### config.mk
export PLATFORM = sky130hd
export DESIGN_NAME = sha1_message_hasher_top
export DESIGN_NICKNAME = d
export VERILOG_FILES = /design/src/hw/rtl/sh1_pkg.sv /design/src/hw/rtl/sh1_core.sv /design/src/hw/rtl/sh1_feed.sv /design/src/hw/rtl/sha1_message_hasher_top.sv
export SDC_FILE = /design/constraint.sdc
export NUM_CORES = 2
export LEC_CHECK = 0
export BUFFER_PORTS_ARGS = -buffer_cell sky130_fd_sc_hd__buf_2
export CELL_PAD_IN_SITES_DETAIL_PLACEMENT = 1
export CELL_PAD_IN_SITES_GLOBAL_PLACEMENT = 1
export CORE_MARGIN = 2
export CORE_UTILIZATION = 49
export CTS_CLUSTER_DIAMETER = 100
export CTS_CLUSTER_SIZE = 25
export DETAILED_ROUTE_END_ITERATION = 16
export PLACE_DENSITY = 0.84
export SETUP_SLACK_MARGIN = 0.4
export SLEW_MARGIN = 20
export SYNTH_ARGS = -nofsm -noshare
export SYNTH_HDL_FRONTEND = slang
export SYNTH_SLANG_ARGS = --single-unit
export TNS_END_PERCENT = 5
### constraint.sdc
create_clock -name clk_i -period 6.4 [get_ports clk_i]
set_clock_uncertainty 0.1 [all_clocks]
set_input_delay 1.28 -clock clk_i [delete_from_list [all_inputs] [get_ports clk_i]]
set_output_delay 1.28 -clock clk_i [all_outputs]
set_load 0.02 [all_outputs]
### src/hw/rtl/sh1_pkg.sv
// Shared types, constants and helper functions of the SHA-1 message hasher.
// Used by sh1_core, sh1_feed and sha1_message_hasher_top; depends on nothing.
package sh1_pkg;

  localparam int unsigned WordW       = 32;
  localparam int unsigned BlockWords  = 16;
  localparam int unsigned AddrW       = $clog2(BlockWords);
  localparam int unsigned Rounds      = 80;
  localparam int unsigned RoundW      = $clog2(Rounds);
  localparam int unsigned LenW        = 61;
  localparam int unsigned DigestWords = 5;
  localparam int unsigned DigIdxW     = 3;

  localparam logic [RoundW-1:0]  LastRound   = RoundW'(Rounds - 1);
  localparam logic [RoundW-1:0]  FirstSched  = RoundW'(BlockWords);
  localparam logic [AddrW-1:0]   LastSlot    = AddrW'(BlockWords - 1);
  localparam logic [AddrW-1:0]   LenHiSlot   = AddrW'(BlockWords - 2);
  localparam logic [DigIdxW-1:0] LastDigIdx  = DigIdxW'(DigestWords - 1);
  localparam logic [2:0]         FullBytes   = 3'd4;
  localparam logic [WordW-1:0]   PadMarker   = 32'h8000_0000;

  // round constants per 20-round stage
  localparam logic [WordW-1:0] K0 = 32'h5A82_7999;
  localparam logic [WordW-1:0] K1 = 32'h6ED9_EBA1;
  localparam logic [WordW-1:0] K2 = 32'h8F1B_BCDC;
  localparam logic [WordW-1:0] K3 = 32'hCA62_C1D6;

  // initial chaining values, element 0 is H0
  localparam logic [DigestWords-1:0][WordW-1:0] ShaIv = {
    32'hC3D2_E1F0, 32'h1032_5476, 32'h98BA_DCFE, 32'hEFCD_AB89, 32'h6745_2301
  };

  typedef logic [DigestWords-1:0][WordW-1:0] digest_t;

  // command bundle from the input sequencer to the round engine
  typedef struct packed {
    logic             wr_en;
    logic [AddrW-1:0] wr_addr;
    logic [WordW-1:0] wr_data;
    logic             start;
    logic             init;
  } core_cmd_t;

  // round function plus round constant
  function automatic logic [WordW-1:0] round_fk(input logic [RoundW-1:0] rnd,
                                                input logic [WordW-1:0] b,
                                                input logic [WordW-1:0] c,
                                                input logic [WordW-1:0] d);
    logic [WordW-1:0] f;
    logic [WordW-1:0] k;
    if (rnd < RoundW'(20)) begin
      f = d ^ (b & (c ^ d));
      k = K0;
    end else if (rnd < RoundW'(40)) begin
      f = b ^ c ^ d;
      k = K1;
    end else if (rnd < RoundW'(60)) begin
      f = (b & c) | (d & (b | c));
      k = K2;
    end else begin
      f = b ^ c ^ d;
      k = K3;
    end
    return f + k;
  endfunction

  // final partial word: keep the valid leading bytes, append the 0x80 marker
  function automatic logic [WordW-1:0] pad_partial(input logic [WordW-1:0] data,
                                                   input logic [1:0] nbytes);
    logic [WordW-1:0] res;
    case (nbytes)
      2'd0:    res = 32'h8000_0000;
      2'd1:    res = {data[31:24], 24'h80_0000};
      2'd2:    res = {data[31:16], 16'h8000};
      2'd3:    res = {data[31:8], 8'h80};
      default: res = 32'h8000_0000;
    endcase
    return res;
  endfunction

endpackage

### src/hw/rtl/sh1_core.sv
// Round engine: message schedule memories, working variables, chaining values.
// Depends on sh1_pkg.
module sh1_core (
  input  logic              clk_i,
  input  logic              rst_ni,
  input  sh1_pkg::core_cmd_t cmd_i,
  output logic              done_o,
  output sh1_pkg::digest_t  hash_o
);

  localparam logic [1:0] CIdle  = 2'd0;
  localparam logic [1:0] CPrep  = 2'd1;
  localparam logic [1:0] CRun   = 2'd2;
  localparam logic [1:0] CFinal = 2'd3;

  logic [1:0] state_q, state_d;
  logic [sh1_pkg::RoundW-1:0] rnd_q, rnd_d;
  sh1_pkg::digest_t h_q, h_d;
  logic [sh1_pkg::WordW-1:0] a_q, b_q, c_q, d_q, e_q;

  // two copies of the 16-word schedule, each with two read ports
  logic [sh1_pkg::WordW-1:0] mem_a [sh1_pkg::BlockWords];
  logic [sh1_pkg::WordW-1:0] mem_b [sh1_pkg::BlockWords];
  logic [sh1_pkg::WordW-1:0] ra0_q, ra1_q, rb0_q, rb1_q;

  logic [sh1_pkg::AddrW-1:0] nxt_slot;
  logic                      sched_we;
  logic                      wr_en;
  logic [sh1_pkg::AddrW-1:0] wr_addr;
  logic [sh1_pkg::WordW-1:0] wr_data;
  logic [sh1_pkg::WordW-1:0] w_sched, w_t, tmp;

  // reads for the coming round: w[t-16], w[t-14], w[t-8], w[t-3]
  assign nxt_slot = (state_q == CRun) ? rnd_q[sh1_pkg::AddrW-1:0] + 1'b1 : '0;

  always_ff @(posedge clk_i) begin
    ra0_q <= mem_a[nxt_slot];
    ra1_q <= mem_a[nxt_slot + sh1_pkg::AddrW'(2)];
    rb0_q <= mem_b[nxt_slot + sh1_pkg::AddrW'(8)];
    rb1_q <= mem_b[nxt_slot + sh1_pkg::AddrW'(13)];
    if (wr_en) begin
      mem_a[wr_addr] <= wr_data;
      mem_b[wr_addr] <= wr_data;
    end
  end

  assign w_sched = {ra0_q[30:0] ^ ra1_q[30:0] ^ rb0_q[30:0] ^ rb1_q[30:0],
                    ra0_q[31] ^ ra1_q[31] ^ rb0_q[31] ^ rb1_q[31]};
  assign w_t     = (rnd_q < sh1_pkg::FirstSched) ? ra0_q : w_sched;
  assign tmp     = {a_q[26:0], a_q[31:27]} + sh1_pkg::round_fk(rnd_q, b_q, c_q, d_q)
                   + e_q + w_t;

  // the engine owns the write port while expanding the schedule
  assign sched_we = (state_q == CRun) && (rnd_q >= sh1_pkg::FirstSched);
  assign wr_en    = sched_we | cmd_i.wr_en;
  assign wr_addr  = sched_we ? rnd_q[sh1_pkg::AddrW-1:0] : cmd_i.wr_addr;
  assign wr_data  = sched_we ? w_sched : cmd_i.wr_data;

  always_comb begin
    state_d = state_q;
    rnd_d   = rnd_q;
    h_d     = h_q;
    case (state_q)
      CIdle: begin
        if (cmd_i.init) h_d = sh1_pkg::ShaIv;
        if (cmd_i.start) state_d = CPrep;
      end
      CPrep: begin
        rnd_d   = '0;
        state_d = CRun;
      end
      CRun: begin
        rnd_d = rnd_q + 1'b1;
        if (rnd_q == sh1_pkg::LastRound) state_d = CFinal;
      end
      CFinal: begin
        h_d[0]  = h_q[0] + a_q;
        h_d[1]  = h_q[1] + b_q;
        h_d[2]  = h_q[2] + c_q;
        h_d[3]  = h_q[3] + d_q;
        h_d[4]  = h_q[4] + e_q;
        state_d = CIdle;
      end
      default: state_d = CIdle;
    endcase
  end

  always_ff @(posedge clk_i or negedge rst_ni) begin
    if (!rst_ni) begin
      state_q <= CIdle;
      rnd_q   <= '0;
      h_q     <= sh1_pkg::ShaIv;
    end else begin
      state_q <= state_d;
      rnd_q   <= rnd_d;
      h_q     <= h_d;
    end
  end

  always_ff @(posedge clk_i) begin
    if (state_q == CPrep) begin
      a_q <= h_q[0];
      b_q <= h_q[1];
      c_q <= h_q[2];
      d_q <= h_q[3];
      e_q <= h_q[4];
    end else if (state_q == CRun) begin
      a_q <= tmp;
      b_q <= a_q;
      c_q <= {b_q[1:0], b_q[31:2]};
      d_q <= c_q;
      e_q <= d_q;
    end
  end

  assign done_o = (state_q == CFinal);
  assign hash_o = h_q;

  a_start_idle: assert property (@(posedge clk_i) disable iff (!rst_ni)
    cmd_i.start |-> state_q == CIdle)
    else $error("compression started while engine busy");

  a_wr_idle: assert property (@(posedge clk_i) disable iff (!rst_ni)
    cmd_i.wr_en |-> state_q == CIdle)
    else $error("block word written while engine busy");

  a_last_round: assert property (@(posedge clk_i) disable iff (!rst_ni)
    (state_q == CRun && rnd_q == sh1_pkg::LastRound) |=> state_q == CFinal)
    else $error("round 79 not followed by chaining update");

  a_init_idle: assert property (@(posedge clk_i) disable iff (!rst_ni)
    cmd_i.init |-> state_q == CIdle && !cmd_i.start)
    else $error("chaining reset overlaps a compression");

endmodule

### src/hw/rtl/sh1_feed.sv
// Input sequencer: packs words, counts length, pads, drives digest output.
// Depends on sh1_pkg; commands sh1_core.
module sh1_feed (
  input  logic                         clk_i,
  input  logic                         rst_ni,
  input  logic                         in_valid_i,
  output logic                         in_stall_o,
  input  logic [sh1_pkg::WordW-1:0]    data_word_i,
  input  logic [2:0]                   byte_count_i,
  input  logic                         last_word_i,
  input  logic                         core_done_i,
  output sh1_pkg::core_cmd_t           cmd_o,
  output logic                         out_valid_o,
  input  logic                         out_stall_i,
  output logic [sh1_pkg::DigIdxW-1:0]  out_idx_o,
  output logic                         out_last_o
);

  localparam logic [2:0] FIdle  = 3'd0;
  localparam logic [2:0] FWait  = 3'd1;
  localparam logic [2:0] FMark  = 3'd2;
  localparam logic [2:0] FPad   = 3'd3;
  localparam logic [2:0] FLenLo = 3'd4;
  localparam logic [2:0] FOut   = 3'd5;

  logic [2:0] state_q, state_d, ret_q, ret_d;
  logic [sh1_pkg::AddrW-1:0] fill_q, fill_d;
  logic [sh1_pkg::LenW-1:0] len_q, len_d;
  logic [sh1_pkg::DigIdxW-1:0] idx_q, idx_d;

  logic                      push;
  logic [sh1_pkg::WordW-1:0] push_word;
  logic [2:0]                after;
  logic [2:0]                cnt_eff;

  assign cnt_eff = (byte_count_i > sh1_pkg::FullBytes) ? sh1_pkg::FullBytes : byte_count_i;

  always_comb begin
    state_d   = state_q;
    ret_d     = ret_q;
    fill_d    = fill_q;
    len_d     = len_q;
    idx_d     = idx_q;
    push      = 1'b0;
    push_word = '0;
    after     = state_q;
    cmd_o     = '0;
    case (state_q)
      FIdle: begin
        if (in_valid_i) begin
          push = 1'b1;
          if (!last_word_i) begin
            len_d     = len_q + sh1_pkg::LenW'(sh1_pkg::FullBytes);
            push_word = data_word_i;
            after     = FIdle;
          end else begin
            len_d = len_q + sh1_pkg::LenW'(cnt_eff);
            if (cnt_eff == sh1_pkg::FullBytes) begin
              push_word = data_word_i;
              after     = FMark;
            end else begin
              push_word = sh1_pkg::pad_partial(data_word_i, cnt_eff[1:0]);
              after     = FPad;
            end
          end
        end
      end
      FMark: begin
        push      = 1'b1;
        push_word = sh1_pkg::PadMarker;
        after     = FPad;
      end
      FPad: begin
        push = 1'b1;
        if (fill_q == sh1_pkg::LenHiSlot) begin
          push_word = len_q[sh1_pkg::LenW-1:29];
          after     = FLenLo;
        end else begin
          push_word = '0;
          after     = FPad;
        end
      end
      FLenLo: begin
        push      = 1'b1;
        push_word = {len_q[28:0], 3'b000};
        after     = FOut;
      end
      FWait: begin
        if (core_done_i) state_d = ret_q;
      end
      FOut: begin
        if (!out_stall_i) begin
          if (idx_q == sh1_pkg::LastDigIdx) begin
            idx_d      = '0;
            fill_d     = '0;
            len_d      = '0;
            cmd_o.init = 1'b1;
            state_d    = FIdle;
          end else begin
            idx_d = idx_q + 1'b1;
          end
        end
      end
      default: state_d = FIdle;
    endcase

    if (push) begin
      cmd_o.wr_en   = 1'b1;
      cmd_o.wr_addr = fill_q;
      cmd_o.wr_data = push_word;
      fill_d        = fill_q + 1'b1;
      if (fill_q == sh1_pkg::LastSlot) begin
        cmd_o.start = 1'b1;
        ret_d       = after;
        state_d     = FWait;
      end else begin
        state_d = after;
      end
    end
  end

  always_ff @(posedge clk_i or negedge rst_ni) begin
    if (!rst_ni) begin
      state_q <= FIdle;
      ret_q   <= FIdle;
      fill_q  <= '0;
      len_q   <= '0;
      idx_q   <= '0;
    end else begin
      state_q <= state_d;
      ret_q   <= ret_d;
      fill_q  <= fill_d;
      len_q   <= len_d;
      idx_q   <= idx_d;
    end
  end

  assign in_stall_o  = (state_q != FIdle);
  assign out_valid_o = (state_q == FOut);
  assign out_idx_o   = idx_q;
  assign out_last_o  = (idx_q == sh1_pkg::LastDigIdx);

endmodule

### src/hw/rtl/sha1_message_hasher_top.sv
// SHA-1 message hasher, top level.
// Depends on sh1_pkg, sh1_feed and sh1_core.

// Takes one message as big-endian 32-bit words, each item with a count of
// valid leading bytes (counts above four read as four; a non-last item always
// counts as four bytes) and a last-word flag, and returns the 160-bit SHA-1
// digest as five output items, H0 first, digest_done_o high on the fifth.
// After the fifth item is taken the block is back in its reset state and
// takes the next message. A word that does not complete a 16-word block
// is taken without a stall. The word that completes a block starts a
// compression (load the working variables and issue the first schedule
// reads, 80 rounds at one round per cycle, add into the chaining values),
// during which in_stall_o stays high. The round loop is built around the
// message schedule memory: the schedule lives in a pair of 16-word
// memories with registered reads, expanded in place. The last word is
// followed by padding writes at one word per cycle outside compressions
// (the marker, zeros, the 64-bit bit length), one or two compressions, then
// the five digest items; no input is taken until the fifth digest item has
// been accepted.
module sha1_message_hasher_top (
  input  logic                         clk_i,
  input  logic                         rst_ni,
  input  logic                         in_valid_i,
  output logic                         in_stall_o,
  input  logic [sh1_pkg::WordW-1:0]    data_word_i,
  input  logic [2:0]                   byte_count_i,
  input  logic                         last_word_i,
  output logic                         out_valid_o,
  input  logic                         out_stall_i,
  output logic [sh1_pkg::WordW-1:0]    digest_word_o,
  output logic [sh1_pkg::DigIdxW-1:0]  word_index_o,
  output logic                         digest_done_o
);

  sh1_pkg::core_cmd_t          cmd;
  logic                        core_done;
  sh1_pkg::digest_t            hash;
  logic [sh1_pkg::DigIdxW-1:0] out_idx;
  logic                        out_last;

  // packing, length count, padding and output sequencing
  sh1_feed u_feed (
    .clk_i        (clk_i),
    .rst_ni       (rst_ni),
    .in_valid_i   (in_valid_i),
    .in_stall_o   (in_stall_o),
    .data_word_i  (data_word_i),
    .byte_count_i (byte_count_i),
    .last_word_i  (last_word_i),
    .core_done_i  (core_done),
    .cmd_o        (cmd),
    .out_valid_o  (out_valid_o),
    .out_stall_i  (out_stall_i),
    .out_idx_o    (out_idx),
    .out_last_o   (out_last)
  );

  // schedule memories, 80-round datapath, chaining values
  sh1_core u_core (
    .clk_i  (clk_i),
    .rst_ni (rst_ni),
    .cmd_i  (cmd),
    .done_o (core_done),
    .hash_o (hash)
  );

  // chaining values hold steady while the digest items are handed out,
  // so the output word is a plain select on the index register
  assign digest_word_o = hash[out_idx];
  assign word_index_o  = out_idx;
  assign digest_done_o = out_last;

endmodule
==> summary.md <==
| Metric | Value |
|---|---|
| Maxcap violations | `0` |
| Run status | `finished, final reports clean` |
| CTS clk-pin slew, worst paths | `0.11 ns` |
| Crit Path Max Fanout | `8` |
| Top area cells in the synthesized netlist | `edfxtp_1, mux4_2, dfrtp_1` |
| Final-layout fill cell count | `12,561` |
| FP Rows | `131` |
| Die height | `361.8 um` |
| Global-route wire length before repair | `302.7 mm` |
| Initial DRT Pass Iterations | `8` |
| Number of global-route vias before repair | `47,035` |
| Via density | `6.782` |
| Ys async rst share | `23.30%` |
| Maximum clock frequency | `164.9 MHz` |
| Worst Path Required | `6.77 ns` |
| DR WL/cell | `30.57 um` |
| Cell area after synthesis | `62,720 um^2` |
| Synth area leader | `edfxtp_1` |
| H-tree Lvls | `2` |
| Die ar. | `130,900 um^2` |
| Iter 0 DRT Violations | `5,233` |
| Total negative slack | `0 ns` |
| Final HPWL DP | `137.5 mm` |
| Slew Limit Fails | `0` |
| Via count | `44,684` |
| Worst stage delay on the critical path | `0.58 ns` |
| Count of cell types in the netlist | `97` |
| All-layer global routing usage | `30.53%` |
| Post-synthesis sequential area ratio | `46.11%` |
| Critical path buffers and inverters | `7` |
| CTS Buffer Depth | `3` |
| Critical path arrival | `6.44 ns` |
| Global route overflow | `0` |
| Yosys reg bits | `1,043` |
| Final wirelength | `201.4 mm` |
| Endpoint class of the critical path | `register` |
| Setup violators final | `0` |
| Starting Density | `49.25%` |
| Final routed DRC violation total | `0` |
| Die width | `361.8 um` |
| Net Count, Synth | `5,233` |
| Post-synth top flop | `edfxtp_1` |
| Ports | `78` |
| Critical path's slowest cell | `fa_1` |
| Hold WC Path Type | `register to register` |
| Top delay family on crit path | `adder cells` |
| Largest net degree at the start of global routing | `143` |
| Fin crit share | `94.76%` |
| I/O Buffers | `77` |
| Core Area | `127,400 um^2` |
| DRT antenna net count | `0` |
| Most frequent CP cell | `inv_1` |
| EDFF count, synth | `672` |
| Syn_area_per_cell | `12.91 um^2` |
| Worst setup path category | `register to register` |
| CTS tree | `done` |
| Clock Root Buffer | `clkbuf_16` |
| Worst-Margin Slew | `1.350 ns` |
| Clk Latency, worst-skew pair | `0.72 ns` |
| Synth-to-Final Area Change | `8.065%` |
| RSZ-0062 raised after global routing | `true` |
| Sequential cell area | `28,930 um^2` |
| Tmin final | `6.064 ns` |
| Nets | `5,255` |
| Slew headroom | `10.02%` |
| Final GP Congestion | `0.9267` |
| Worst Setup Start Kind | `register` |
| Yosys Warn Count | `0` |
| Post-Syn Instances | `4,860` |
| Multi-input gate area | `32,660 um^2` |
| Top cell type's share of synthesized area | `32.17%` |
| Count of final hold-check violations | `0` |
| Clock sink count | `1,043` |
| Layout cells sized above 1 | `22.57%` |
| CTS Buf Count | `50` |
| Initial antenna violation count | `5` |
registers in the layout, summed over array words and instances (netlist names):
signal / flops
u_core.ra0_q: 32
u_core.d_q: 32
u_core.ra1_q: 32
u_core.rnd_q: 7
u_core.b_q: 32
u_feed.len_q: 61
u_core.a_q: 32
u_core.state_q: 2
u_core.c_q: 32
u_core.mem_b: 512
u_core.rb1_q: 32
u_core.rb0_q: 32
u_feed.out_idx_o: 3
u_feed.fill_q: 4
u_feed.state_q: 3
u_core.e_q: 32
u_core.hash_o: 160
u_feed.ret_q: 3
layout make-up:
class / instances / area share, %
flip-flops and latches: 1043 / 42.69
well taps: 1662 / 3.068
inverters: 215 / 1.196
diodes: 4 / 0.01477
multi-input cells: 3347 / 48.19
repair buffers: 225 / 2.560
clock buffers: 80 / 2.044
clock inverters: 13 / 0.2418
layout by cell type, fill, tap and decap left out, types with 23 or more instances in the layout:
cell       instances
a211oi_1          24
a21o_1           103
a21oi_1          272
a21oi_2           29
a222oi_1          26
a31oi_1           26
and3_1            43
buf_2             78
buf_4            126
clkbuf_1          29
clkbuf_16         51
dfrtp_1          158
dfstp_2           80
dfxtp_1          128
edfxtp_1         672
fa_1             123
ha_1             193
inv_1            204
mux2_2           133
mux2i_1          249
mux4_2           432
nand2_1          299
nand2b_1          29
nand3_1           75
nor2_1           270
nor3_1            32
o21a_1            23
o21ai_0          215
o21bai_1          28
o22ai_1           42
xnor2_1          168
xor2_1           135
Yosys cell counts (all sizes together) (27+ instances only):
cell type	number
nand2b	31
mux2	134
o21ai	230
dfstp	80
mux2i	250
xor2	136
dfrtp	163
nor2	293
edfxtp	672
mux4	432
and3	44
o21bai	29
nor3	38
ha	208
nand3	77
inv	215
xnor2	171
buf	83
a31oi	27
clkbuf	172
a21o	103
a21oi	301
o22ai	44
dfxtp	128
nand2	306
fa	125
logic make-up (layout without fill, tap and decap cells):
family / after synthesis / in the layout / synth area share, %
and+or+nand+nor: 918 / 918 / 6.747
adders and majority gates: 333 / 333 / 8.139
xor gates and xnor gates: 307 / 307 / 4.287
buffers and inverters: 470 / 533 / 2.899
DFF: 1043 / 1043 / 46.11
muxes: 816 / 816 / 21.91
other: 0 / 4 / 0
AOI/OAI and AO/OA: 973 / 973 / 9.907
per-stage QoR:
step | cell area [um^2] | util [%] | hold slack (ns) | std cells | worst slack (ns)
floorplan | 62870 | - | 0.3422 | 4860 | 0.3870
global placement | 65530 | 51.45 | 0.3559 | 6454 | 0.1890
CTS | 67390 | 52.92 | 0.3943 | 6570 | 0.3848
finish | 67780 | 53.22 | 0.3908 | 6589 | 0.3356
global route | 67770 | 53.21 | 0.4230 | 6585 | 0.09765
detailed placement | 65540 | 51.46 | 0.3703 | 6456 | 0.02904
per-layer routing:
| layer | global-route usage [%] | part of all wire, % |
|---|---|---|
| met1 | 40.11 | 38 |
| met2 | 49.60 | 48 |
| met3 | 4.789 | 8.6 |
| met4 | 15.03 | 5.4 |
| met5 | 0 | 0 |
worst register-to-register path, cell delays in order, from the launching register on:
cell and delay (ns):
dfrtp_2 0.48, nor2_4 0.14, nor2b_2 0.06, nor3_4 0.20, nand2b_4 0.18, clkinvlp_4 0.10, nor2_4 0.18, buf_12 0.15
buf_4 0.12, o221ai_1 0.17, ha_1 0.34, inv_1 0.06, fa_1 0.56, inv_1 0.08, fa_1 0.58, inv_1 0.06
ha_1 0.35, o21a_1 0.15, o21ai_2 0.15, nor2b_4 0.18, a211oi_2 0.05, buf_4 0.15, or2_4 0.26, a221o_1 0.36
a41oi_2 0.20, a21oi_2 0.09, xnor2_1 0.12, mux2_2 0.26
path summary, 6_finish.rpt:
check	cells past startpoint	startpoint	endpoint	slack [ns]
worst max-delay path	27	u_core.rnd_q[3]$_DFFE_PN0P_	u_core.a_q[31]$_DFFE_PP_	0.34
worst min register to register	2	u_feed.ret_q[2]$_DFFE_PN0P_	u_feed.ret_q[2]$_DFFE_PN0P_	0.39
worst max register to register	27	u_core.rnd_q[3]$_DFFE_PN0P_	u_core.a_q[31]$_DFFE_PP_	0.34
worst min-delay path	2	u_feed.ret_q[2]$_DFFE_PN0P_	u_feed.ret_q[2]$_DFFE_PN0P_	0.39
min in group asynchronous	1	rst_ni	u_core.hash_o[99]$_DFFE_PN0P_	0.45
max in group asynchronous	2	rst_ni	u_feed.len_q[40]$_DFFE_PN0P_	4.53
what timing repair did:
action                                  in CTS  in global routing
hold buffers                                 0                  0
gates resized for setup                     34                 38
cloned                                       1                  0
endpoints found under the setup margin       9                 11
buffers inserted                            20                 13
pin swaps                                   13                 29
hold endpoints to repair                     0                  0
Power is left out: the tool's default activity adds up to more than one toggle a clock period on the data nets, which glitch-free logic cannot reach.
